File: src/design/idr_pkg.sv
// Package for the integer divide/remainder unit.
// Holds the operation codes and the per-stage control struct; no dependencies.

package idr_pkg;

    localparam logic [1:0] FUNC_DIVU = 2'd0;
    localparam logic [1:0] FUNC_REMU = 2'd1;
    localparam logic [1:0] FUNC_DIV  = 2'd2;
    localparam logic [1:0] FUNC_REM  = 2'd3;

    // Control bits that travel down the pipeline beside the datapath.
    typedef struct packed {
        logic [1:0] func;
        logic       dividend_neg;
        logic       divisor_neg;
        logic       divide_by_zero;
    } idr_ctl_t;

endpackage

File: src/design/idr_rsp_if.sv
// Response channel of the divide/remainder unit: one result per request.
// Standalone interface; no package dependency.

interface idr_rsp_if #(
    parameter int WIDTH = 32
) ();
    logic             valid;
    logic             ready;
    logic [WIDTH-1:0] result;

    modport source (output valid, output result, input ready);
    modport sink   (input valid, input result, output ready);
endinterface

File: src/design/idr_post.sv
// Output stage: selects quotient or remainder, applies sign and the
// divide-by-zero rule, and holds the result. Depends on idr_pkg and idr_rsp_if.

module idr_post #(
    parameter int WIDTH = 32
) (
    input  logic               clk,
    input  logic               rst_n,
    input  logic               in_valid,
    output logic               in_ready,
    input  idr_pkg::idr_ctl_t  in_ctl,
    input  logic [WIDTH-1:0]   in_rem,
    input  logic [WIDTH-1:0]   in_qd,
    idr_rsp_if.source          rsp
);

    logic             valid_reg;
    logic             load;
    logic [WIDTH-1:0] quo;
    logic [WIDTH-1:0] quo_neg;
    logic [WIDTH-1:0] rem_neg;
    logic [WIDTH-1:0] result_next;
    logic [WIDTH-1:0] result_reg;

    assign in_ready = !valid_reg || rsp.ready;
    assign load     = in_valid && in_ready;

    // A zero divisor leaves a zero quotient and the dividend as remainder.
    assign quo     = in_ctl.divide_by_zero ? '0 : in_qd;
    assign quo_neg = ~quo + {{(WIDTH-1){1'b0}}, 1'b1};
    assign rem_neg = ~in_rem + {{(WIDTH-1){1'b0}}, 1'b1};

    always_comb
    begin
        case (in_ctl.func)
            idr_pkg::FUNC_DIVU: result_next = quo;
            idr_pkg::FUNC_REMU: result_next = in_rem;
            idr_pkg::FUNC_DIV:
                result_next = (in_ctl.dividend_neg != in_ctl.divisor_neg) ? quo_neg : quo;
            idr_pkg::FUNC_REM:
                result_next = in_ctl.dividend_neg ? rem_neg : in_rem;
            default: result_next = quo;
        endcase
    end

    always_ff @(posedge clk or negedge rst_n)
    begin
        if (!rst_n)
            valid_reg <= 1'b0;
        else if (in_ready)
            valid_reg <= in_valid;
    end

    always_ff @(posedge clk)
    begin
        if (load)
            result_reg <= result_next;
    end

    assign rsp.valid  = valid_reg;
    assign rsp.result = result_reg;

endmodule

File: src/flat_wrapper.sv
// flat-port wrapper written by rule: the top's interface ports become plain ports
module idr_post_flat 
#(
    parameter int WIDTH = 32
)
  (clk, rst_n, in_valid, in_ready, in_ctl, in_rem, in_qd, rsp_valid, rsp_result, rsp_ready);
  idr_rsp_if #(.WIDTH(WIDTH)) rsp_i ();
  input  logic clk;
  input  logic rst_n;
  input  logic in_valid;
  output logic in_ready;
  input  idr_pkg::idr_ctl_t in_ctl;
  input  logic [WIDTH-1:0] in_rem;
  input  logic [WIDTH-1:0] in_qd;
  output wire logic [$bits(rsp_i.valid)-1:0] rsp_valid;
  output wire logic [$bits(rsp_i.result)-1:0] rsp_result;
  input wire logic [$bits(rsp_i.ready)-1:0] rsp_ready;
  assign rsp_valid = rsp_i.valid;
  assign rsp_result = rsp_i.result;
  assign rsp_i.ready = rsp_ready;
  idr_post #(.WIDTH(WIDTH)) u_core (.clk(clk), .rst_n(rst_n), .in_valid(in_valid), .in_ready(in_ready), .in_ctl(in_ctl), .in_rem(in_rem), .in_qd(in_qd), .rsp(rsp_i));
endmodule
File: config.mk
export PLATFORM = sky130hd
export DESIGN_NAME = idr_post_flat
export DESIGN_NICKNAME = d
export VERILOG_FILES = /design/src/design/idr_pkg.sv /design/src/design/idr_rsp_if.sv /design/src/design/idr_post.sv /design/src/flat_wrapper.sv
export SDC_FILE = /design/constraint.sdc
export NUM_CORES = 1
export LEC_CHECK = 0
export BUFFER_PORTS_ARGS = -buffer_cell sky130_fd_sc_hd__buf_2
export CAP_MARGIN = 20
export CORE_ASPECT_RATIO = 1.5
export CORE_MARGIN = 4
export CORE_UTILIZATION = 47
export DETAILED_ROUTE_END_ITERATION = 8
export GPL_TIMING_DRIVEN = 0
export HOLD_SLACK_MARGIN = 0.02
export PLACE_DENSITY_LB_ADDON = 0.2
export SKIP_CTS_REPAIR_TIMING = 1
export SLEW_MARGIN = 20
export SYNTH_ARGS = -nofsm -noshare
export SYNTH_HDL_FRONTEND = slang
export SYNTH_SLANG_ARGS = --single-unit
File: constraint.sdc
create_clock -name clk -period 1.8 [get_ports clk]
set_clock_uncertainty 0.1 [all_clocks]
set_input_delay 0.09 -clock clk [delete_from_list [all_inputs] [get_ports clk]]
set_output_delay 0.09 -clock clk [all_outputs]
set_load 0.01 [all_outputs]
### Word level (Yosys, flattened, before mapping)

Index checks and enable logic that the tools add are counted.

* register bits after elaboration: 33
* input bits: 73
* output and inout bits: 34
* logic and storage cells: 18

* add/subtract/negate cells: 2
* equality and inequality tests: 4
* mux-type cells: 4
* bitwise operators: 2
* reduce and logical (&&, ||, !) cells: 4

Operator list (number)
* $pmux 32 s4: 1
* $mux 32: 3
* $add 32x1->32 const B: 2
* $not 32->32: 2
* $eq 2x2->1 const B: 2
* $eq 2x1->1 const B: 1
* $logic_not 2->1: 1
* $logic_and 1x1->1: 1
* $logic_not 1->1: 1
* $logic_or 1x1->1: 1
* $ne 1x1->1: 1

### Depth between registers and ports, before layout

* depth in word-level cells: 5
* gate-level depth with buffers: 11
* gate-level depth less buffers: 8

### Least setup slack after synthesis

No wires, ideal clock.

* path kind: input to register
* from: input in_ctl[0] (netlist bit)
* to: register u_core.result_reg[24] (netlist: u_core.rsp.result[24]) (data pin)
* setup time: 0.261 ns
* arrival: 2.322 ns
* required time: 1.439 ns
* path slack: -0.882 ns
* stages: 10
* path buffers: 3
* cell sequence: clkbuf_1 -> inv_1 -> clkbuf_1 -> buf_1 -> nand2_1 -> ha_1 -> or3b_2 -> nor4_1 -> a31oi_1 -> a221o_1

* cells in the longest elaborated chain, start to end: 5

Ends and longest elaborated chain
* start, declared: line flat_wrapper.sv:12 `input idr_pkg::idr_ctl_t in_ctl;`
* $mux 32 (*): line idr_post.sv:29 `assign quo = in_ctl.divide_by_zero ? '0 : in_qd;`
* $not 32->32: line idr_post.sv:30 `assign quo_neg = ~quo + {{(WIDTH-1){1'b0}}, 1'b1};`
* $add 32x1->32: line idr_post.sv:30
* $mux 32: line idr_post.sv:39 `result_next = (in_ctl.dividend_neg != in_ctl.divisor_neg) ? quo_neg : quo;`
* $pmux 32 s4 (*): line idr_post.sv:35 `case (in_ctl.func)`
* via u_core.result_next[24]: line idr_post.sv:22 `logic [WIDTH-1:0] result_next;`
* end signal, assigned: line idr_post.sv:57 `result_reg <= result_next;`
* end, declared: line idr_post.sv:23 `logic [WIDTH-1:0] result_reg;`

The timed path passes the listed nets; every way through them passes the cells marked *.
A chain may end at the register's enable or synchronous reset.

### Worst setup path in the final report

* from: input in_qd[18]
* to: register u_core.result_reg[25] (netlist: u_core.rsp.result[25]) (data pin)

* cells in the longest elaborated chain, start to end: 5

Ends and longest elaborated chain
* start, declared: line flat_wrapper.sv:14 `input logic [WIDTH-1:0] in_qd;`
* $mux 32: line idr_post.sv:29
* $not 32->32: line idr_post.sv:30
* $add 32x1->32: line idr_post.sv:30
* $mux 32: line idr_post.sv:39
* $pmux 32 s4: line idr_post.sv:35
* via u_core.result_next[25]: line idr_post.sv:22

The timed path passes the listed nets, and every way through them passes these cells.

==> out/qor.yml <==
run_status:
  outcome: "finished, violations left"
  violations: "setup timing"
drt:
  drt-total-wl_um: 12560
  first_pass_iters: 5
  wl_per_cell_um: 20.79
  viasPerCell: 6.460
  ant_nets: 0
  drc_errors: 0
  first_iter_violations: 437
  route.vias.total: 3902
logic_synthesis:
  syn-num-nets: 460
  syn_area_um2: 3187
  yosysUniqueCellTypes: 60
  synth_top_area_share_pct: 30.15
  synthArstFlopShare_pct: 3.030
  synthFlopType: "edfxtp_1"
  yosysTopAreaCell: "edfxtp_1"
  synth_edf_count: 32
  netlist_instances: 385
  ys_warn_count: 0
  avgSynthCellArea_um2: 8.277
  ys_seq_area_share_pct: 30.94
  synth_area_leaders: "edfxtp_1 30%, xor2_1 6.6%, xnor2_1 4.4%"
  synth-seq-cells: 33
final_layout:
  final_cell_mix: "98 x buf_2, 34 x nand2_1, 33 x nor2_1, 32 x edfxtp_1, 28 x buf_4"
  fillers: 464
  final_common_cell: "buf_2"
  multi_input_area_um2: 2539
  final_core_util_pct: 73.26
  diodes: 0
  layout-drive-gt1-share_pct: 41.10
  seq_area_um2: 985.9
  fin_area_um2: 4785
  area_growth_pct: 50.14
  largest_reg_flops: 32
  instances_no_fill: 604
  finalNetCount: 602
sta:
  final.setup.worst_slack_ns: -0.3012
  worst_pin_slew_ns: 0.7613
  max_slew_margin_pct: 48.78
  rsz0062_at_grt: "yes"
  finalHoldViolCount: 0
  period_share_pct: 116.7
  setup_viol: 17
  drv_slew: 0
  min_period_ns: 2.101
  fmax_mhz: 475.9
clock_tree:
  cts.htree.levels: 2
  cts_tree: "yes"
  cts-root-buf: "clkbuf_8"
  cts_buffer_depth: 2
  clock_sinks: 33
  clock_latency_ns: 0.29
  cts_buffers: 5
  clk_pin_slew_ns: 0.07
floorplan:
  rows: 36
  dieArea_um2: 8189
  start_util_pct: 48.79
  num_io_pins: 107
  core_area_um2: 6531
  die-height_um: 108.9
  dieWidth_um: 75.24
critical_path:
  crit_fanout: 6
  endpoint_kind: "flop"
  timing.rr.end: "u_core.rsp.result[11]$_DFFE_PP_"
  r2r_start: "u_core.rsp.valid$_DFFE_PN0N_"
  r2r_setup_slack_ns: 0.16
  worst-r2r-cell-count: 2
  cp-start-kind: "input port"
  cp.required_ns: 1.74
  worstPathArrival_ns: 2.04
  critical_path_class: "input port to flop"
min_path:
  holdPathEnd: "u_core.rsp.result[0]$_DFFE_PP_"
  hp-class: "input port to flop"
  whs_path_depth: 3
  min_from: "in_rem[0]"
grt:
  grt_overflow: 0
  grt_antenna_before_repair: 0
  grt_usage_pct: 28.40
  grt_max_degree: 33
  grt_pass1_vias: 3470
  grt_pass1_wl_um: 17570
pwr:
  ir_worst_vdd_mv: 0.2852
  power_density_nw_per_um2: 536.8
  p_leak_uw: 0.001855
  total_power_uw: 2569
run:
  drv_cap: 0
placed_design:
  hpwl_um: 9117
  io_buffers: 106
  dpl_cell_area_um2: 4009
  gp_congestion: 0.9803
  dp_worst_setup_slack_ns: -1.023
  dp.cells: 567
[synthesized netlist by cell type, types with 13 or more instances]
cell type,instances
nand2_1,37
clkbuf_1,17
nor3_1,13
xor2_1,24
xnor2_1,16
nor2_1,34
nor4_1,13
o21ai_0,13
edfxtp_1,32
a31oi_1,16
a21oi_1,13
[layout make-up]
cell class | count | area share [%]
Buffer | 21 | 2.903
Timing Repair Buffer | 139 | 18.04
Sequential cell | 33 | 20.61
Inverter | 7 | 1.098
Clock buffer | 5 | 1.438
Clock inverter | 3 | 0.8630
Tap cell | 76 | 1.987
Multi-Input combinational cell | 320 | 53.06
[worst max path at each step]
| stage | startpoint | to | slack (ns) |
|---|---|---|---|
| after CTS | in_ctl[2] | u_core.rsp.result[4]$_DFFE_PP_ | -0.72 |
| after floorplan | in_qd[21] | u_core.rsp.result[25]$_DFFE_PP_ | -0.40 |
| after global placement | in_ctl[2] | u_core.rsp.result[4]$_DFFE_PP_ | -1.06 |
| after detailed placement | in_ctl[2] | u_core.rsp.result[4]$_DFFE_PP_ | -1.02 |
| final | in_qd[18] | u_core.rsp.result[25]$_DFFE_PP_ | -0.30 |
| after global routing | in_qd[18] | u_core.rsp.result[25]$_DFFE_PP_ | -0.32 |
[cell families (layout without fill, tap and decap cells)]
group	after synthesis	in the layout	share of synthesized area (%)
DFF	33	33	30.94
adders and majority gates	2	2	0.7851
muxes	13	13	4.162
buffers and inverters	32	175	3.965
xor gates and xnor gates	40	40	10.99
and+or+nand+nor	163	163	26.93
AOI/OAI and AO/OA	102	102	22.22
[through the flow]
stage                     setup TNS (ns)  hold WS (ns)
after CTS                         -13.40       -0.5495
after global routing              -2.401       0.06206
after global placement            -24.88       -0.2352
final                             -1.240       0.06436
after detailed placement          -23.07       -0.2343
after floorplan                   -2.470       -0.3056
[layer usage]
layer	wire length, um	up-vias	track usage [%]
met5	0	-	0
met4	354	0	11.88
met3	1091	34	4.705
met2	6425	249	48.63
met1	4688	1844	34.46
li1	-	1775	-
[worst max-delay path: stages]
cell and delay [ns]:
buf_8 0.10, or4_4 0.57, or4_1 0.43, or4_4 0.44, nor4b_4 0.15, a211o_1 0.26
[where the power goes]
part           internal (uW)  switching [uW]  total [uW]
clock                    407             288         695
combinational            386             548         935
sequential               926            12.4         939
total                   1720             849        2570
(Power assumes the default switching activity.)
