===== src/design/idr_pkg.sv =====
// Package for the integer divide/remainder unit.
// Holds the operation codes and the per-stage control struct; no dependencies.

package idr_pkg;

    localparam logic [1:0] FUNC_DIVU = 2'd0;
    localparam logic [1:0] FUNC_REMU = 2'd1;
    localparam logic [1:0] FUNC_DIV  = 2'd2;
    localparam logic [1:0] FUNC_REM  = 2'd3;

    // Control bits that travel down the pipeline beside the datapath.
    typedef struct packed {
        logic [1:0] func;
        logic       dividend_neg;
        logic       divisor_neg;
        logic       divide_by_zero;
    } idr_ctl_t;

endpackage


===== src/design/idr_req_if.sv =====
// Request channel of the divide/remainder unit: operation code and operands.
// Standalone interface; no package dependency.

interface idr_req_if #(
    parameter int WIDTH = 32
) ();
    logic             valid;
    logic             ready;
    logic [1:0]       func;
    logic [WIDTH-1:0] dividend;
    logic [WIDTH-1:0] divisor;

    modport source (output valid, output func, output dividend, output divisor, input ready);
    modport sink   (input valid, input func, input dividend, input divisor, output ready);
endinterface


===== src/design/idr_prep.sv =====
// Input stage: takes a request, forms operand magnitudes and control bits.
// Depends on idr_pkg and idr_req_if.

module idr_prep #(
    parameter int WIDTH = 32
) (
    input  logic               clk,
    input  logic               rst_n,
    idr_req_if.sink            req,
    output logic               out_valid,
    input  logic               out_ready,
    output idr_pkg::idr_ctl_t  out_ctl,
    output logic [WIDTH-1:0]   out_rem,
    output logic [WIDTH-1:0]   out_qd,
    output logic [WIDTH-1:0]   out_dvs
);

    logic              valid_reg;
    logic              load;
    logic              is_signed;
    logic              a_neg;
    logic              d_neg;
    logic [WIDTH-1:0]  a_mag;
    logic [WIDTH-1:0]  d_mag;
    idr_pkg::idr_ctl_t ctl_next;
    idr_pkg::idr_ctl_t ctl_reg;
    logic [WIDTH-1:0]  qd_reg;
    logic [WIDTH-1:0]  dvs_reg;

    assign req.ready = !valid_reg || out_ready;
    assign load      = req.valid && req.ready;

    assign is_signed = (req.func == idr_pkg::FUNC_DIV) || (req.func == idr_pkg::FUNC_REM);
    assign a_neg     = is_signed && req.dividend[WIDTH-1];
    assign d_neg     = is_signed && req.divisor[WIDTH-1];
    // The most negative value negates to itself, which the later stages rely on.
    assign a_mag     = a_neg ? (~req.dividend + {{(WIDTH-1){1'b0}}, 1'b1}) : req.dividend;
    assign d_mag     = d_neg ? (~req.divisor + {{(WIDTH-1){1'b0}}, 1'b1}) : req.divisor;

    always_comb
    begin
        ctl_next.func           = req.func;
        ctl_next.dividend_neg   = a_neg;
        ctl_next.divisor_neg    = d_neg;
        ctl_next.divide_by_zero = (req.divisor == '0);
    end

    always_ff @(posedge clk or negedge rst_n)
    begin
        if (!rst_n)
            valid_reg <= 1'b0;
        else if (req.ready)
            valid_reg <= req.valid;
    end

    always_ff @(posedge clk)
    begin
        if (load)
        begin
            ctl_reg <= ctl_next;
            qd_reg  <= a_mag;
            dvs_reg <= d_mag;
        end
    end

    assign out_valid = valid_reg;
    assign out_ctl   = ctl_reg;
    assign out_rem   = '0;
    assign out_qd    = qd_reg;
    assign out_dvs   = dvs_reg;

endmodule


===== src/flat_wrapper.sv =====
// flat-port wrapper written by rule: the top's interface ports become plain ports
module idr_prep_flat 
#(
    parameter int WIDTH = 32
)
  (clk, rst_n, out_valid, out_ready, out_ctl, out_rem, out_qd, out_dvs, req_valid, req_func, req_dividend, req_divisor, req_ready);
  idr_req_if #(.WIDTH(WIDTH)) req_i ();
  input  logic clk;
  input  logic rst_n;
  output logic out_valid;
  input  logic out_ready;
  output idr_pkg::idr_ctl_t out_ctl;
  output logic [WIDTH-1:0] out_rem;
  output logic [WIDTH-1:0] out_qd;
  output logic [WIDTH-1:0] out_dvs;
  input wire logic [$bits(req_i.valid)-1:0] req_valid;
  input wire logic [$bits(req_i.func)-1:0] req_func;
  input wire logic [$bits(req_i.dividend)-1:0] req_dividend;
  input wire logic [$bits(req_i.divisor)-1:0] req_divisor;
  output wire logic [$bits(req_i.ready)-1:0] req_ready;
  assign req_i.valid = req_valid;
  assign req_i.func = req_func;
  assign req_i.dividend = req_dividend;
  assign req_i.divisor = req_divisor;
  assign req_ready = req_i.ready;
  idr_prep #(.WIDTH(WIDTH)) u_core (.clk(clk), .rst_n(rst_n), .req(req_i), .out_valid(out_valid), .out_ready(out_ready), .out_ctl(out_ctl), .out_rem(out_rem), .out_qd(out_qd), .out_dvs(out_dvs));
endmodule

===== config.mk =====
export PLATFORM = sky130hd
export DESIGN_NAME = idr_prep_flat
export DESIGN_NICKNAME = d
export VERILOG_FILES = /design/src/design/idr_pkg.sv /design/src/design/idr_req_if.sv /design/src/design/idr_prep.sv /design/src/flat_wrapper.sv
export SDC_FILE = /design/constraint.sdc
export NUM_CORES = 1
export LEC_CHECK = 0
export BUFFER_PORTS_ARGS = -buffer_cell sky130_fd_sc_hd__buf_2
export CAP_MARGIN = 40
export CORE_MARGIN = 2
export CORE_UTILIZATION = 48
export DETAILED_ROUTE_END_ITERATION = 6
export GPL_ROUTABILITY_DRIVEN = 0
export PLACE_DENSITY = 0.81
export SLEW_MARGIN = 20
export SYNTH_ARGS = -nofsm -noshare
export SYNTH_HDL_FRONTEND = slang
export SYNTH_SLANG_ARGS = --single-unit

===== constraint.sdc =====
create_clock -name clk -period 3.17 [get_ports clk]
set_clock_uncertainty 0.05 [all_clocks]
set_input_delay 0.4755 -clock clk [delete_from_list [all_inputs] [get_ports clk]]
set_output_delay 0.4755 -clock clk [all_outputs]
set_load 0.05 [all_outputs]

# Word-level counts from Yosys, hierarchy flattened
# Cells that the tools add are included.
[word_totals] word_cells=22 in_bits=70 reg_bits=70 out_inout_bits=103
[op_classes] addsub=2 reduce_logical=7 eq_ne=2 n_mux=2 bitwise=2
[op_table] cell="32-bit by 1-bit adder with 32-bit output, second input constant" count=2
[op_table] cell="32-bit two-way mux" count=2
[op_table] cell="32-bit NOT" count=2
[op_table] cell="32-bit zero test" count=1
[op_table] cell="2-bit equality test, second input constant" count=2
[op_table] cell="1-bit logical AND" count=3
[op_table] cell="1-bit logical OR" count=2
[op_table] cell="1-bit zero test" count=1

# Longest topological paths before layout
[logic_depth] ltp_word=4 ltp_mapped=7 mapped_depth_nobuf=6

# Worst setup path before layout
# No wires, ideal clock.
[synth_path] path_type="register to register" startpoint="reg u_core.valid_reg, in the netlist u_core.out_valid" endpoint="reg u_core.ctl_reg (netlist bit u_core.out_ctl[0]), enable pin" arrival_ns=2.762 setup_ns=0.434 path_stages_with_launch=3 setup_slack_ns=-0.076 synth_period_minus_slack_ns=3.246 t_required_ns=2.686 cell_sequence="dfrtp_1 -> nand2b_1 -> and2_1"
[synth_via] elab_chain_cells=3
[synth_lines] element="from (decl)" line="idr_prep.sv:18" rtl="logic valid_reg;"
[synth_lines] element="from (signal assigned)" line="idr_prep.sv:53" rtl="valid_reg <= req.valid;"
[synth_lines] element="1-bit zero test" line="idr_prep.sv:30" rtl="assign req.ready = !valid_reg || out_ready;"
[synth_lines] element="1-bit logical OR" line="idr_prep.sv:30"
[synth_lines] element="via req_ready" line="flat_wrapper.sv:20" rtl="output wire logic [$bits(req_i.ready)-1:0] req_ready;"
[synth_lines] element="1-bit logical AND" line="idr_prep.sv:31" rtl="assign load = req.valid && req.ready;"
[synth_lines] element="via u_core.load" line="idr_prep.sv:19" rtl="logic load;"
[synth_lines] element="to (signal assigned)" line="idr_prep.sv:60" rtl="ctl_reg <= ctl_next;"
[synth_lines] element="to (decl)" line="idr_prep.sv:26" rtl="idr_pkg::idr_ctl_t ctl_reg;"
# The timed path passes the listed nets, and every way through them passes these cells.
# A chain may end at the register's enable or synchronous reset.

# Worst setup path after layout
[layout_path] startpoint="in req_divisor[14]" endpoint="reg u_core.dvs_reg[27], in the netlist u_core.out_dvs[27], data pin"
[layout_via] elab_chain_cells=3
[layout_lines] element="from (decl)" line="flat_wrapper.sv:19" rtl="input wire logic [$bits(req_i.divisor)-1:0] req_divisor;"
[layout_lines] element="32-bit NOT" line="idr_prep.sv:38" rtl="assign d_mag = d_neg ? (~req.divisor + {{(WIDTH-1){1'b0}}, 1'b1}) : req.divisor;"
[layout_lines] element="32-bit by 1-bit adder with 32-bit output" line="idr_prep.sv:38"
[layout_lines] element="32-bit two-way mux" line="idr_prep.sv:38"
[layout_lines] element="via u_core.d_mag[27]" line="idr_prep.sv:24" rtl="logic [WIDTH-1:0] d_mag;"
[layout_lines] element="to (signal assigned)" line="idr_prep.sv:62" rtl="dvs_reg <= d_mag;"
[layout_lines] element="to (decl)" line="idr_prep.sv:28" rtl="logic [WIDTH-1:0] dvs_reg;"
# The timed path passes the listed nets, and every way through them passes these cells.

==> results_dict.tcl <==
set metrics [dict create \
    min_period_ps 2180 \
    synth-simple-area-share 0.138 \
    power.total_uw 2590 \
    syn2layout_area_growth_pct 25.5 \
    ioPinCount 173 \
    drtPass1Iterations 5 \
    fin_setup_tns_ps 0 \
    synthAdderAreaFrac 0.00647 \
    setup.worst_path.class "primary input to flop" \
    setup_viol 0 \
    status "completed" \
    cpMaxStageDelayCell "nor4_2" \
    clk_path_buf_depth 2 \
    grt_max_degree 70 \
    antenna_found_initial 0 \
    dp_cells 570 \
    hold_buffers 1 \
    final_cell_count_no_fill 587 \
    internal_power_uw 1770 \
    ir_drop_uv 212 \
    via_per_inst 5.34 \
    hold_class "primary input to flop" \
    die_area_um2 8800 \
    maxSlewHeadroom 0.467 \
    synthCells 331 \
    pwr-share-comb 0.239 \
    htreeDepth 3 \
    yosys_most_used_dff "edfxtp_1" \
    path_clk_slew_ps 70 \
    cts-buffers-inserted 9 \
    fin_area_um2 4860 \
    p_sw_uw 822 \
    core_region_area_um2 7770 \
    cts_tree "done" \
    arrival_ps 2220 \
    synth_compound_area_frac 0.0986 \
    start_util 0.498 \
    synth_edf_count 69 \
    avgSynthCellArea_um2 11.7 \
    vias 3137 \
    cap_violations 0 \
    hp-start "req_func[0]" \
    tightest_slew_ps 793 \
    regArea_um2 2100 \
    ys_types 44 \
    grt_pass1_wl_um 13800 \
    hpwlAfterDp_um 6800 \
    antennaDiodeCount 0 \
    grt_util_all_layers 0.205 \
    rsz0062_at_grt "no" \
    place_area_um2 4610 \
    cts-resized-gates 0 \
    io_buffers 140 \
    cts_setup_buffers 0 \
    power_leakage_uw 0.00202 \
    cp-end-kind "flop" \
    remaining_drc_errors 0 \
    clock_latency_ps 330 \
    drtIter0Drc 175 \
    r2r_slack_ps 1750 \
    die_h_um 93.8 \
    multiInputGateArea_um2 1560 \
    fillers 646 \
    wl_um 9160 \
    pwr-share-clk 0.329 \
    powerDensity_nw_per_um2 533 \
    synthMuxAreaShare 0 \
    drtAntennaViolNets 0 \
    max_freq_mhz 459 \
    cts-root-buf "clkbuf_8" \
    crit_start "req_divisor[14]" \
    wl_per_cell_um 15.6 \
    rows 32 \
    p_sw_frac 0.317 \
    path_cells "buf_2, or4_4, nor4_2, a41oi_1, xor2_1" \
    grt_overflow 0 \
    ys_ff_latch 70 \
    synth-xor-area-share 0.129 \
    grt_pass1_vias 2834 \
    synth-async-reset-ratio 0.0143 \
    finalCritPeriodShare 0.688 \
    layout-drive-gt1-share 0.353 \
    slowest_delay_ps 610 \
    synth_top_family_by_area "simple AND/OR/NAND/NOR gates" \
    critPathLaunchType "primary input" \
    worstPathRequired_ps 3210 \
    yosysSeqAreaShare 0.542 \
    critical_path.max_fanout 9 \
    die_x_um 93.8 \
    synthesis.area_um2 3870 \
    finalHoldViolations 0 \
    seq_power_share 0.432 \
    cts.sinks 70 \
    yosysWarnings 0 \
    slew_viol_final 0 \
    r2r-start "u_core.out_valid" \
    nets 552 \
]
[power by group through the flow]
stage | clock, uW | sequential [uW] | combinational [uW]
floorplan | 0 | 1360 | 249
global placement | 0 | 1140 | 602
detailed placement | 0 | 1140 | 614
CTS | 864 | 1120 | 618
global route | 909 | 1120 | 652
finish | 853 | 1120 | 619
[cells by family (layout without fill, tap and decap cells)]
| kind of cell | Yosys count | in the layout |
|---|---|---|
| flip-flops | 70 | 70 |
| AO/OA/AOI/OAI | 56 | 56 |
| buffers and inverters | 55 | 178 |
| XOR/XNOR | 57 | 57 |
| other | 1 | 32 |
| AND/OR/NAND/NOR | 90 | 90 |
| adder cells (fa/ha/maj) | 2 | 2 |
[per-stage QoR]
step	hold slack [ps]	utilization	setup WS, ps
3_5_place_dp	201	0.593	672
3_3_place_gp	200	0.593	742
2_1_floorplan	130	-	652
4_1_cts	263	0.625	1030
5_1_grt	251	0.625	881
6_report	276	0.625	990
[sequential cells by signal, summed over array words and instances, names as in the netlist]
signal / cells
u_core.out_qd: 32
u_core.out_valid: 1
u_core.out_dvs: 32
u_core.out_ctl: 5
[placed cells by master (no fill, tap or decap), types with 2 or more instances in the layout]
| cell type | n |
|---|---|
| nor2b_1 | 2 |
| inv_1 | 12 |
| conb_1 | 32 |
| nand2b_1 | 4 |
| bufinv_16 | 3 |
| nor4_1 | 12 |
| a21oi_1 | 16 |
| nor4b_1 | 4 |
| o31ai_1 | 6 |
| edfxtp_1 | 69 |
| and3_1 | 2 |
| nand4_1 | 4 |
| clkbuf_8 | 9 |
| o21ai_1 | 3 |
| a31oi_1 | 11 |
| xor2_1 | 34 |
| a21boi_1 | 2 |
| nor3_1 | 11 |
| clkinv_1 | 2 |
| nand4b_1 | 2 |
| o41ai_2 | 3 |
| xnor2_1 | 23 |
| or3_1 | 2 |
| nor3b_1 | 4 |
| buf_4 | 7 |
| o41ai_1 | 2 |
| o21ai_0 | 6 |
| a41oi_1 | 6 |
| nand3b_1 | 2 |
| or4_4 | 2 |
| nand2_1 | 9 |
| buf_2 | 140 |
| nor4_2 | 2 |
| nor2_1 | 19 |
| or4_1 | 2 |
| ha_1 | 2 |
[critical path: cells and delay by family]
kind | cells | cell delay, ps
AO/OA/AOI/OAI | 1 | 260
XOR/XNOR | 1 | 190
buffers and inverters | 1 | 120
AND/OR/NAND/NOR | 2 | 1170
[layout make-up]
class,count,area share
well taps,102,0.0263
inverters,13,0.0100
flip-flops and latches,70,0.432
repair buffers,149,0.161
clock buffers,10,0.0263
multi-input cells,237,0.322
clock inverters,6,0.0227
[cell usage after synthesis (3+ instances only)]
library cell  instances  area share
nand4_1               4      0.0065
edfxtp_1             69        0.54
xor2_1               34       0.077
buf_4                32       0.062
clkbuf_1              7      0.0068
xnor2_1              23       0.052
nor4b_1               4      0.0091
a31oi_1              11       0.018
nand2b_1              4      0.0065
o31ai_1               6       0.012
a21oi_1              16       0.021
nor3_1               11       0.014
inv_1                12       0.012
o41ai_2               3       0.013
o21ai_1               3      0.0039
nor2_1               19       0.018
nor3b_1               4      0.0078
o21ai_0               6      0.0078
nand2_1               9      0.0087
a41oi_1               6       0.014
nor4_1               12       0.019
[routing by layer]
layer	wire length [um]	share of wire	GRT usage	up-vias
li1	-	-	-	1468
met4	321	0.035	0.0978	0
met5	0	0	0	-
met1	3550	0.39	0.261	1462
met3	745	0.081	0.0377	27
met2	4540	0.50	0.338	180
[worst paths after layout]
| path | endpoint | depth (start not counted) |
|---|---|---|
| max | u_core.out_dvs[27] | 5 |
| min | u_core.out_ctl[3] | 1 |
| max reg2reg | u_core.out_dvs[27] | 3 |
| min reg2reg | u_core.out_valid | 2 |
| max in group asynchronous | u_core.out_valid | 2 |
| min in group asynchronous | u_core.out_valid | 2 |
Power figures use the tool's default switching activity.
