==> src/design/idr_pkg.sv <==
// Package for the integer divide/remainder unit.
// Holds the operation codes and the per-stage control struct; no dependencies.

package idr_pkg;

    localparam logic [1:0] FUNC_DIVU = 2'd0;
    localparam logic [1:0] FUNC_REMU = 2'd1;
    localparam logic [1:0] FUNC_DIV  = 2'd2;
    localparam logic [1:0] FUNC_REM  = 2'd3;

    // Control bits that travel down the pipeline beside the datapath.
    typedef struct packed {
        logic [1:0] func;
        logic       dividend_neg;
        logic       divisor_neg;
        logic       divide_by_zero;
    } idr_ctl_t;

endpackage

==> src/design/idr_cell.sv <==
// One restoring-division step: shifts one dividend bit into the partial
// remainder and resolves one quotient bit. Depends on idr_pkg.

module idr_cell #(
    parameter int WIDTH = 32
) (
    input  logic               clk,
    input  logic               rst_n,
    input  logic               in_valid,
    output logic               in_ready,
    input  idr_pkg::idr_ctl_t  in_ctl,
    input  logic [WIDTH-1:0]   in_rem,
    input  logic [WIDTH-1:0]   in_qd,
    input  logic [WIDTH-1:0]   in_dvs,
    output logic               out_valid,
    input  logic               out_ready,
    output idr_pkg::idr_ctl_t  out_ctl,
    output logic [WIDTH-1:0]   out_rem,
    output logic [WIDTH-1:0]   out_qd,
    output logic [WIDTH-1:0]   out_dvs
);

    logic              valid_reg;
    logic              load;
    logic [WIDTH:0]    trial;
    logic [WIDTH:0]    diff;
    logic              fits;
    idr_pkg::idr_ctl_t ctl_reg;
    logic [WIDTH-1:0]  rem_reg;
    logic [WIDTH-1:0]  rem_next;
    logic [WIDTH-1:0]  qd_reg;
    logic [WIDTH-1:0]  qd_next;
    logic [WIDTH-1:0]  dvs_reg;

    assign in_ready = !valid_reg || out_ready;
    assign load     = in_valid && in_ready;

    // The partial remainder stays below the divisor, so the shifted value
    // needs one extra bit and the restored value fits back in WIDTH bits.
    assign trial    = {in_rem, in_qd[WIDTH-1]};
    assign diff     = trial - {1'b0, in_dvs};
    assign fits     = !diff[WIDTH];
    assign rem_next = fits ? diff[WIDTH-1:0] : trial[WIDTH-1:0];
    assign qd_next  = {in_qd[WIDTH-2:0], fits};

    always_ff @(posedge clk or negedge rst_n)
    begin
        if (!rst_n)
            valid_reg <= 1'b0;
        else if (in_ready)
            valid_reg <= in_valid;
    end

    always_ff @(posedge clk)
    begin
        if (load)
        begin
            ctl_reg <= in_ctl;
            rem_reg <= rem_next;
            qd_reg  <= qd_next;
            dvs_reg <= in_dvs;
        end
    end

    assign out_valid = valid_reg;
    assign out_ctl   = ctl_reg;
    assign out_rem   = rem_reg;
    assign out_qd    = qd_reg;
    assign out_dvs   = dvs_reg;

endmodule

==> config.mk <==
export PLATFORM = sky130hd
export DESIGN_NAME = idr_cell
export DESIGN_NICKNAME = d
export VERILOG_FILES = /design/src/design/idr_pkg.sv /design/src/design/idr_cell.sv
export SDC_FILE = /design/constraint.sdc
export NUM_CORES = 1
export LEC_CHECK = 0
export ABC_AREA = 1
export BUFFER_PORTS_ARGS = -buffer_cell sky130_fd_sc_hd__buf_2
export CORE_MARGIN = 2
export CORE_UTILIZATION = 51
export DETAILED_ROUTE_END_ITERATION = 8
export GPL_TIMING_DRIVEN = 1
export PLACE_DENSITY = 0.86
export SYNTH_ARGS = -nofsm -noshare
export SYNTH_HDL_FRONTEND = slang
export SYNTH_SLANG_ARGS = --single-unit
export TNS_END_PERCENT = 100
==> constraint.sdc <==
create_clock -name clk -period 7 [get_ports clk]
set_clock_uncertainty 0.05 [all_clocks]
set_input_delay 0.7 -clock clk [delete_from_list [all_inputs] [get_ports clk]]
set_output_delay 0.7 -clock clk [all_outputs]
set_load 0.01 [all_outputs]
### Word level (Yosys, flattened, before mapping)

Index checks and enable logic that the tools add are counted.

* muxes and demuxes: 1
* add/sub/neg operators: 1
* reductions and logical operators: 4

Operators with widths (number)
* subtractor 33 x 32 -> 33 bit: 1
* 2-to-1 mux 32 bit: 1
* logical NOT 1 bit: 2
* logical AND 1 bit: 1
* logical OR 1 bit: 1

* flip-flop bits (word level): 102
* word-level logic and storage cells: 14
* output and inout port bits: 103
* input bits: 105

### Longest topological paths before layout

Gate-level depths: netlist of the first run.

* word-level depth: 3
* depth in mapped cells: 17
* mapped depth without buffers: 16

### Worst setup path after synthesis of the first run

OpenSTA, ideal clock, no wires.

* kind: input to register
* start: in in_valid
* end: reg ctl_reg, in the netlist out_ctl[0] (enable)
* cell stages on the path: 2
* data arrival time: 5.616 ns
* data required time: 6.356 ns
* buffers on the path: 0
* slack: 0.740 ns
* cell sequence: inv_1 > a21oi_1

* cells in the longest elaborated chain, start to end: 1

RTL lines
* start, declared: RTL line idr_cell.sv:9 `input logic in_valid,`
* logical AND 1 bit: RTL line idr_cell.sv:36 `assign load = in_valid && in_ready;`
* net load: RTL line idr_cell.sv:24 `logic load;`
* end signal, assigned: RTL line idr_cell.sv:58 `ctl_reg <= in_ctl;`
* end, declared: RTL line idr_cell.sv:28 `idr_pkg::idr_ctl_t ctl_reg;`

The timed path passes the listed nets, and every way through them passes these cells.
A chain may end at the register's enable or synchronous reset.

### Worst setup path in the final report of the first run

* start: in in_qd[31]
* end: reg rem_reg[10] (netlist: out_rem[10]), data pin

* cells in the longest elaborated chain, start to end: 2

RTL lines
* start, declared: RTL line idr_cell.sv:13 `input logic [WIDTH-1:0] in_qd,`
* subtractor 33 x 32 -> 33 bit: RTL line idr_cell.sv:41 `assign diff = trial - {1'b0, in_dvs};`
* 2-to-1 mux 32 bit: RTL line idr_cell.sv:43 `assign rem_next = fits ? diff[WIDTH-1:0] : trial[WIDTH-1:0];`
* net rem_next[10]: RTL line idr_cell.sv:30 `logic [WIDTH-1:0] rem_next;`
* end signal, assigned: RTL line idr_cell.sv:59 `rem_reg <= rem_next;`
* end, declared: RTL line idr_cell.sv:29 `logic [WIDTH-1:0] rem_reg;`

The timed path passes the listed nets, and every way through them passes these cells.

==> results.cfg, run 1 <==
[pwr]
total_power_mw = 1.72
power.leakage_nw = 4.29
power.density_cell_area_nw_per_um2 = 221
vdd_ir_drop_max_mv = 0.120

[cells_and_area]
syn2layout_area_growth_pct = 24.3
final_nets = 1141
n_antenna_cell = 0
final_layout_size_suffix_gt1_share_pct = 23.6
fin_cells = 1155
layout.cell_area.non_filler_um2 = 7770
post-route-util_pct = 64.7

[setup_path]
worstPathBufferInverterCount = 3
worstPathCellList = buf_2, inv_1, ha_1, fa_1, inv_1, nand2_1, nand2_1, nand3_1, nand2_2, nand2_1, nand2_2, nand2_2, nand3_1, nand2_4, nand2_1, nand2_1
crit_path_max_incr_delay_ns = 0.42
crit_path_kind = primary input to register
cp-startpoint = in_qd[31]
timing.rr.end = out_rem[0]
timing.critical_path.max_delay_family = simple AND/OR/NAND/NOR gates
r2r_setup_slack_ns = 4.50
critical_path.endpoint_type = register
cpMostUsedCell = sky130_fd_sc_hd__nand2_1
crit_slowest_cell = sky130_fd_sc_hd__fa_1
cp-start-kind = primary input
critical_path_arrival_ns = 2.71
cell_count_along_the_critical_path = 16
reg2reg_depth = 2
worst_r2r_startpoint = out_valid
timing.critical_path.fanout_max = 33
worst_setup_path_endpoint = out_rem[10]
worst-endpoint-required_ns = 7.04

[synth]
synth.top_cell.area_share_pct = 48.5
share_of_synthesized_flip_flops_with_an_asynchronous_set_or_reset_pct = 0.980
synth_edf_count = 101
ys_seq_elements = 102
synth_xor_area_share_pct = 2.10
syn_inst = 790
yosys_warnings = 0
yosys_most_used_dff = sky130_fd_sc_hd__edfxtp_1
main_combinational_cell_family_by_area_after_synthesis = simple AND/OR/NAND/NOR gates
synth.mux.area_fraction_pct = 0
synth_top_cells_by_area = sky130_fd_sc_hd__edfxtp_1 (49%), sky130_fd_sc_hd__nand2_1 (20%), sky130_fd_sc_hd__inv_1 (9.6%)
avgSynthCellArea_um2 = 7.91
post_synth_instance_area_um2 = 6250
synth_largest_area_cell = sky130_fd_sc_hd__edfxtp_1
seq_area_frac_synth_pct = 48.9
compound_gate_fraction_of_synth_area_pct = 3.04
synthAdderAreaFrac_pct = 6.73
synthesis.nets = 928
post_synth_num_cell_types = 24
synth_simple_gate_area_share_pct = 28.4

[clock_network]
cts_htree_levels = 3
postCtsResizedCells = 0
cts_inserted_buffers = 9
post_cts.repair.setup_buffers = 0
worstSkewPairLatency_ns = 0.34
cts_tree = yes
cts.root.buffer_cell = sky130_fd_sc_hd__clkbuf_16
clock_pin_slew_of_the_registers_on_the_worst_case_setup_and_hold_paths_ns = 0.07
clock_tree.buffer_depth = 2
cts.sinks = 102
cts_hold_buffers = 0

[die]
io-pin-count = 208
core.rowCount = 40
die_area_um2 = 13200
core_um2 = 12000
initial_core_util_pct = 52.0
die-height_um = 115
die_w_um = 115

[drt]
drtAntennaViolNets = 0
via_count = 5652
route.detailed.vias_per_inst = 4.89
post_drt_wl_per_cell_um = 14.1
drt_pre_antenna_iters = 5
detail_route.drc_violations = 0
drt_iter0_markers = 430
wirelength_um = 16200

[sta]
final-setup-viol-count = 0
timing_worst_slew_pin_value_ns = 1.00
max_slew_margin_pct = 33.1
timing.hold.ws_ns = 0.0703
tns_ns = 0
finalCritPeriodShare_pct = 38.1
layout_min_cycle_time_ns = 2.67
setup_slack_ns = 4.33
final-hold-violation-count = 0
timing.final.max_slew_violations = 0
fmax_mhz = 375
grt_setup_unrepaired = false

[run_status]
status = complete, no violations

[placed_design]
io_buffer_count = 207
placed_area_um2 = 7420
post-dp-hpwl_um = 13100
dp_cells = 1139
routabilityCongestion = 0.914
placement.setup.worst_slack_ns = 3.96

[global_route]
grt_overflow_total = 0
global_route.usage.total_pct = 24.5
grt_first_pass_wirelength_um = 24900
vias_in_the_first_global_route = 5214
grt_antenna_before_repair = 0
grt_max_degree = 67

[run]
max_cap_violations = 0

[min_path]
worstHoldPathType = primary input to asynchronous set/reset pin
## area by class of cell
class | instances | area, µm²
Multi-Input combinational cell | 521 | 2530
Fill cell | 1095 | 4240
Clock buffer | 10 | 229
Inverter | 161 | 604
Sequential cell | 102 | 3060
Tap cell | 147 | 184
Clock inverter | 6 | 118
Timing Repair Buffer | 208 | 1040
## power by group
part | internal (mW) | total, mW | leakage, nW | switching [mW]
clock | 0.354 | 0.583 | 0.165 | 0.229
combinational | 0.139 | 0.393 | 3.14 | 0.254
sequential | 0.730 | 0.741 | 0.978 | 0.0107
total | 1.22 | 1.72 | 4.29 | 0.495
## how the worst min path moves through the flow
stage	endpoint	from	depth (start not counted)	slack, ns
6_report	out_valid	rst_n	1	0.07
2_1_floorplan	out_valid	rst_n	0	0.35
3_3_place_gp	out_valid	rst_n	1	0.43
4_1_cts	out_valid	rst_n	1	0.06
5_1_grt	out_valid	rst_n	1	0.06
3_5_place_dp	out_valid	rst_n	1	0.43
## layout by cell type (no fill, tap or decap), drive strengths merged, types with 3 or more instances in the layout
master and count:
xor2 14, nand2 347, buf 208, and2 4, o21bai 7, nand3 31
nor2 39, bufinv 3, clkbuf 10, inv 163, edfxtp 101, nor3 6
ha 32, a21oi 26, nand4 8
## synthesized netlist by cell type, drive strengths merged, types with 4 or more instances
master,instances
and2,4
edfxtp,101
nor2,39
ha,32
o21bai,7
buf,6
xor2,14
nand4,8
nor3,6
a21oi,26
inv,161
nand2,347
nand3,31
## flip-flops by register name, summed over array words and instances (netlist names)
name / flops
out_ctl: 5
out_qd: 32
out_valid: 1
out_dvs: 32
out_rem: 32
## logic make-up (layout without fill, tap and decap cells)
| logic type | count (synthesis) | in the layout |
|---|---|---|
| flip-flops | 102 | 102 |
| AND/OR/NAND/NOR | 440 | 440 |
| AO/OA/AOI/OAI | 33 | 33 |
| XOR/XNOR | 15 | 15 |
| buffers and inverters | 167 | 385 |
| adder cells (fa/ha/maj) | 33 | 33 |
## routing by layer
| layer | up-vias | share of wire (%) | global-route usage (%) |
|---|---|---|---|
| met5 | - | 0 | 0 |
| met4 | 0 | 1.4 | 7.23 |
| met3 | 17 | 6.6 | 4.08 |
| li1 | 2879 | - | - |
| met2 | 191 | 49 | 43.4 |
| met1 | 2565 | 43 | 31.0 |
## worst register-to-register path, delay by kind of cell (launching register included)
kind | cells | cell delay [ns]
AOI/OAI and AO/OA | 1 | 0.80
buffers and inverters | 1 | 0.84
DFF | 1 | 0.42
Note: power is estimated with default switching activity, not from simulation.
==> inputs of run 2 (changes only) <==
--- a/config.mk
+++ b/config.mk
@@ -8,10 +8,10 @@
 export ABC_AREA = 1
 export BUFFER_PORTS_ARGS = -buffer_cell sky130_fd_sc_hd__buf_2
 export CORE_MARGIN = 2
-export CORE_UTILIZATION = 51
+export CORE_UTILIZATION = 46
 export DETAILED_ROUTE_END_ITERATION = 8
 export GPL_TIMING_DRIVEN = 1
-export PLACE_DENSITY = 0.86
+export PLACE_DENSITY = 0.82
 export SYNTH_ARGS = -nofsm -noshare
 export SYNTH_HDL_FRONTEND = slang
 export SYNTH_SLANG_ARGS = --single-unit
==> constraint.sdc (replaced) <==
create_clock -name clk -period 2.2 [get_ports clk]
set_clock_uncertainty 0.05 [all_clocks]
set_input_delay 0.22 -clock clk [delete_from_list [all_inputs] [get_ports clk]]
set_output_delay 0.22 -clock clk [all_outputs]
set_load 0.01 [all_outputs]
==> results.cfg, run 2 (same netlist as run 1, synthesis figures left out) <==
[die]
io-pin-count = 208
core.rowCount = 42
die_w_um = 121
die_area_um2 = 14500
die-height_um = 121
initial_core_util_pct = 47.2
core_um2 = 13200

[drt]
detail_route.drc_violations = 0
wirelength_um = 18900
post_drt_wl_per_cell_um = 14.4
drt_pre_antenna_iters = 5
drtAntennaViolNets = 0
via_count = 6177
route.detailed.vias_per_inst = 4.69
drt_iter0_markers = 471

[global_route]
grt_antenna_before_repair = 1
global_route.usage.total_pct = 26.3
grt_first_pass_wirelength_um = 29500
vias_in_the_first_global_route = 6043
grt_max_degree = 65
grt_overflow_total = 0

[clock_network]
cts_inserted_buffers = 9
cts_tree = yes
clock_pin_slew_of_the_registers_on_the_worst_case_setup_and_hold_paths_ns = 0.07
worstSkewPairLatency_ns = 0.35
clock_tree.buffer_depth = 2
cts_htree_levels = 3
post_cts.repair.setup_buffers = 0
cts.root.buffer_cell = sky130_fd_sc_hd__clkbuf_16
cts.sinks = 102

[pwr]
seqPwrFrac_pct = 42.1
power.leakage_nw = 4.89
switchingPower_mw = 1.69
vdd_ir_drop_max_mv = 0.373
cellInternalPower_mw = 3.92
power.density_cell_area_nw_per_um2 = 623
clock_power_share_pct = 29.8
p_sw_share_pct = 30.1
share_comb_of_total_power_pct = 28.1

[sta]
layout_min_cycle_time_ns = 2.10
timing.final.max_slew_violations = 0
final-hold-violation-count = 0
timing.hold.ws_ns = 0.0122
final-setup-viol-count = 0
timing_worst_slew_pin_value_ns = 0.432
fmax_mhz = 477
finalCritPeriodShare_pct = 95.3
setup_slack_ns = 0.103
max_slew_margin_pct = 71.2

[placed_design]
post-dp-hpwl_um = 13900
placement.setup.worst_slack_ns = -0.132
routabilityCongestion = 0.936
io_buffer_count = 207

[cells_and_area]
final_nets = 1272
final_cell_mix = sky130_fd_sc_hd__nand2_1 (336), sky130_fd_sc_hd__buf_2 (207), sky130_fd_sc_hd__inv_1 (157)
layout.cells.most_common = sky130_fd_sc_hd__nand2_1
final_layout_size_suffix_gt1_share_pct = 27.9
syn2layout_area_growth_pct = 44.0

[setup_path]
timing.critical_path.fanout_max = 18
crit_path_kind = primary input to register
critical_path_arrival_ns = 2.15
critical_path.endpoint_type = register
worst-endpoint-required_ns = 2.26
cp-start-kind = primary input

[run_status]
status = complete, no violations

[run]
max_cap_violations = 0

[min_path]
worstHoldPathType = primary input to register
[run 2: cell count changes in the layout (fill, tap and decap cells not counted), moves of 3 or more]
cell	previous run	this run
sky130_fd_sc_hd__buf_4	1	68
sky130_fd_sc_hd__inv_2	1	4
sky130_fd_sc_hd__dlygate4sd3_1	0	59
sky130_fd_sc_hd__buf_12	0	5
sky130_fd_sc_hd__inv_1	160	157
sky130_fd_sc_hd__clkinv_4	0	3
[run 2: timing repair]
| item | 4_1_cts | 5_1_grt |
|---|---|---|
| resized for setup | 0 | 8 |
| endpoints found under the hold margin | 59 | 0 |
| hold buffers | 59 | 0 |
| setup endpoints to repair | 0 | 32 |
[run 2: metal layers]
layer	GRT usage [%]	vias up	wire, µm
met1	31.7	2821	7950
met4	9.23	0	373
li1	-	3132	-
met5	0	-	0
met2	46.8	202	9360
met3	5.09	22	1240
[run 2: critical path, stage by stage]
cell and delay, ns:
sky130_fd_sc_hd__dlygate4sd3_1 0.53, sky130_fd_sc_hd__buf_2 0.13, sky130_fd_sc_hd__inv_2 0.06, sky130_fd_sc_hd__ha_4 0.20
sky130_fd_sc_hd__nand2_2 0.08, sky130_fd_sc_hd__a21oi_1 0.05, sky130_fd_sc_hd__nor2_1 0.10, sky130_fd_sc_hd__nand2_1 0.09
sky130_fd_sc_hd__a21oi_4 0.16, sky130_fd_sc_hd__nand2_2 0.09, sky130_fd_sc_hd__nand2_2 0.08, sky130_fd_sc_hd__nand2_4 0.07
sky130_fd_sc_hd__buf_12 0.15, sky130_fd_sc_hd__nand2_1 0.06, sky130_fd_sc_hd__nand2_1 0.06
[run 2: layout make-up]
class	count	area [µm²]
Antenna cell	1	2.50
Clock buffer	10	229
Clock inverter	6	78.8
Fill cell	1098	4240
Inverter	161	604
Multi-Input combinational cell	521	2570
Sequential cell	102	3060
Tap cell	176	220
Timing Repair Buffer	339	2240
[run 2: stage by stage]
| step | area (µm²) | std cells | util [%] | power, mW | TNS (ns) |
|---|---|---|---|---|---|
| floorplan | 6260 | 790 | - | 3.23 | -41.20 |
| global placement | 8060 | 1240 | 60.9 | 3.83 | -1.32 |
| detailed placement | 8060 | 1240 | 60.9 | 3.86 | -3.52 |
| CTS | 8960 | 1315 | 67.7 | 5.60 | 0 |
| global route | 9000 | 1316 | 68.0 | 5.89 | -0.0145 |
| finish | 9000 | 1316 | 68.0 | 5.60 | 0 |
[run 2: final timing paths]
| kind | startpoint | slack (ns) | end | cells after the start |
|---|---|---|---|---|
| max in group asynchronous | rst_n | 1.90 | out_valid | 2 |
| min in group asynchronous | rst_n | 0.11 | out_valid | 2 |
| worst min-delay path | in_dvs[17] | 0.01 | out_dvs[17] | 1 |
| worst max register to register | out_valid | 0.75 | out_qd[1] | 2 |
| worst min register to register | out_valid | 0.51 | out_valid | 2 |
| worst max-delay path | in_dvs[31] | 0.10 | out_rem[17] | 15 |
[run 2: power groups by stage]
stage	Clock, mW	Combinational, mW	Sequential, mW
3_3_place_gp	0	1.43	2.39
2_1_floorplan	0	0.747	2.48
3_5_place_dp	0	1.46	2.40
5_1_grt	1.77	1.75	2.37
6_report	1.67	1.57	2.36
4_1_cts	1.69	1.55	2.36
==> inputs of run 3 (changes only) <==
--- a/config.mk
+++ b/config.mk
@@ -8,10 +8,13 @@
 export ABC_AREA = 1
 export BUFFER_PORTS_ARGS = -buffer_cell sky130_fd_sc_hd__buf_2
 export CORE_MARGIN = 2
-export CORE_UTILIZATION = 46
+export CORE_UTILIZATION = 48
+export CTS_BUF_LIST = sky130_fd_sc_hd__clkbuf_2
 export DETAILED_ROUTE_END_ITERATION = 8
 export GPL_TIMING_DRIVEN = 1
-export PLACE_DENSITY = 0.82
+export PLACE_DENSITY = 0.85
+export REMOVE_ABC_BUFFERS = 1
+export SLEW_MARGIN = 25
 export SYNTH_ARGS = -nofsm -noshare
 export SYNTH_HDL_FRONTEND = slang
 export SYNTH_SLANG_ARGS = --single-unit
==> results.cfg, run 3 (same netlist as run 1, synthesis figures left out) <==
[clock_network]
cts.root.buffer_cell = sky130_fd_sc_hd__clkbuf_2
clock_tree.buffer_depth = 2
cts.sinks = 102
cts_tree = yes
cts_inserted_buffers = 9
clock_pin_slew_of_the_registers_on_the_worst_case_setup_and_hold_paths_ns = 0.29
cts_htree_levels = 3
worstSkewPairLatency_ns = 0.63

[drt]
route.detailed.vias_per_inst = 4.86
detail_route.drc_violations = 0
post_drt_wl_per_cell_um = 15.9
via_count = 6587
wirelength_um = 21500
drt_pre_antenna_iters = 7
drtAntennaViolNets = 0
drt_iter0_markers = 567

[cells_and_area]
final_layout_size_suffix_gt1_share_pct = 27.4
layout.cells.most_common = sky130_fd_sc_hd__nand2_1
final_nets = 1315
fin_cells = 1354
post-route-util_pct = 74.3
syn2layout_area_growth_pct = 50.6
final_cell_mix = sky130_fd_sc_hd__nand2_1 (330), sky130_fd_sc_hd__buf_2 (207), sky130_fd_sc_hd__inv_1 (160)
layout.cell_area.non_filler_um2 = 9410
n_antenna_cell = 0

[placed_design]
dp_cells = 1223
routabilityCongestion = 0.911
placement.setup.worst_slack_ns = -0.246
io_buffer_count = 207
post-dp-hpwl_um = 13700
placed_area_um2 = 7910

[sta]
final-setup-viol-count = 0
timing_worst_slew_pin_value_ns = 0.443
finalCritPeriodShare_pct = 99.4
max_slew_margin_pct = 70.4
fmax_mhz = 457
timing.final.max_slew_violations = 0
setup_slack_ns = 0.0126
final-hold-violation-count = 0
layout_min_cycle_time_ns = 2.19

[die]
die-height_um = 118
io-pin-count = 208
core_um2 = 12700
die_area_um2 = 13900
initial_core_util_pct = 49.3
die_w_um = 118
core.rowCount = 41

[pwr]
cellInternalPower_mw = 3.24
power.density_cell_area_nw_per_um2 = 531
power.leakage_nw = 5.01
seqPwrFrac_pct = 47.2
switchingPower_mw = 1.75
total_power_mw = 4.99
vdd_ir_drop_max_mv = 0.264
p_sw_share_pct = 35.1
share_comb_of_total_power_pct = 35.5
clock_power_share_pct = 17.3

[setup_path]
cp-start-kind = primary input
worstPathCellList = dlygate4sd3_1, buf_2, ha_1, nand2_1, inv_1, nand2_1, nand2_1, nand2_1, nand2_1, a21oi_4, buf_12, nand3_4, nand2_8, nand2_1, nand2_1
timing.critical_path.fanout_max = 16
timing.critical_path.max_delay_family = simple AND/OR/NAND/NOR gates
worstPathBufferInverterCount = 4
crit_path_max_incr_delay_ns = 0.56
critical_path.endpoint_type = register
cpMostUsedCell = sky130_fd_sc_hd__nand2_1
worst-endpoint-required_ns = 2.67
crit_path_kind = primary input to register
critical_path_arrival_ns = 2.65
crit_slowest_cell = sky130_fd_sc_hd__dlygate4sd3_1

[run_status]
status = complete, no violations

[global_route]
grt_antenna_before_repair = 0
vias_in_the_first_global_route = 6418
global_route.usage.total_pct = 28.7
grt_first_pass_wirelength_um = 31700
grt_max_degree = 65
grt_overflow_total = 0

[min_path]
worstHoldPathType = primary input to register

[run]
max_cap_violations = 0
## run 3: final timing paths
path,to,slack (ns),depth (start not counted),start
max,out_rem[15],0.01,15,in_rem[25]
min,out_rem[27],0.17,5,in_rem[31]
max reg2reg,out_dvs[19],0.66,2,out_valid
min reg2reg,out_rem[9],0.96,2,out_valid
max in group asynchronous,out_valid,1.68,3,rst_n
min in group asynchronous,out_valid,0.32,3,rst_n
## run 3: final cells by class
| type | count | area [µm²] |
|---|---|---|
| Clock inverter | 7 | 56.3 |
| Sequential cell | 102 | 3060 |
| Multi-Input combinational cell | 527 | 2830 |
| Inverter | 161 | 604 |
| Timing Repair Buffer | 376 | 2610 |
| Fill cell | 915 | 3260 |
| Tap cell | 172 | 215 |
| Clock buffer | 9 | 45.0 |
## run 3: stage by stage
stage	TNS [ns]	hold WS [ns]
final	0	0.167
after global routing	-0.0998	0.160
after floorplan	-381.53	-0.126
after CTS	0	0.186
after detailed placement	-7.27	-0.0546
after global placement	-4.67	-0.0540
## run 3: routing by layer
layer / global-route usage [%] / part of all wire [%]
met5: 0 / 0
met1: 34.5 / 40
met2: 51.2 / 50
met3: 5.91 / 7.8
met4: 9.34 / 2.9
## run 3: repair_timing
action,in CTS,in global routing
endpoints found under the hold margin,102,0
hold buffers,105,0
resized for setup,0,36
setup buffers,0,4
setup endpoints to repair,0,33
## run 3: power by group through the flow
stage	combinational (mW)	sequential [mW]	clock, mW
after floorplan	0.711	2.49	0
after global placement	1.37	2.40	0
after detailed placement	1.40	2.40	0
after CTS	1.55	2.36	0.854
after global routing	1.93	2.37	0.945
final	1.77	2.36	0.863
## run 3: tightest hold or removal path, delay by kind of cell
kind	cells	cell delay [ns]
and+or+nand+nor	4	0.35
buffers and inverters	1	0.16
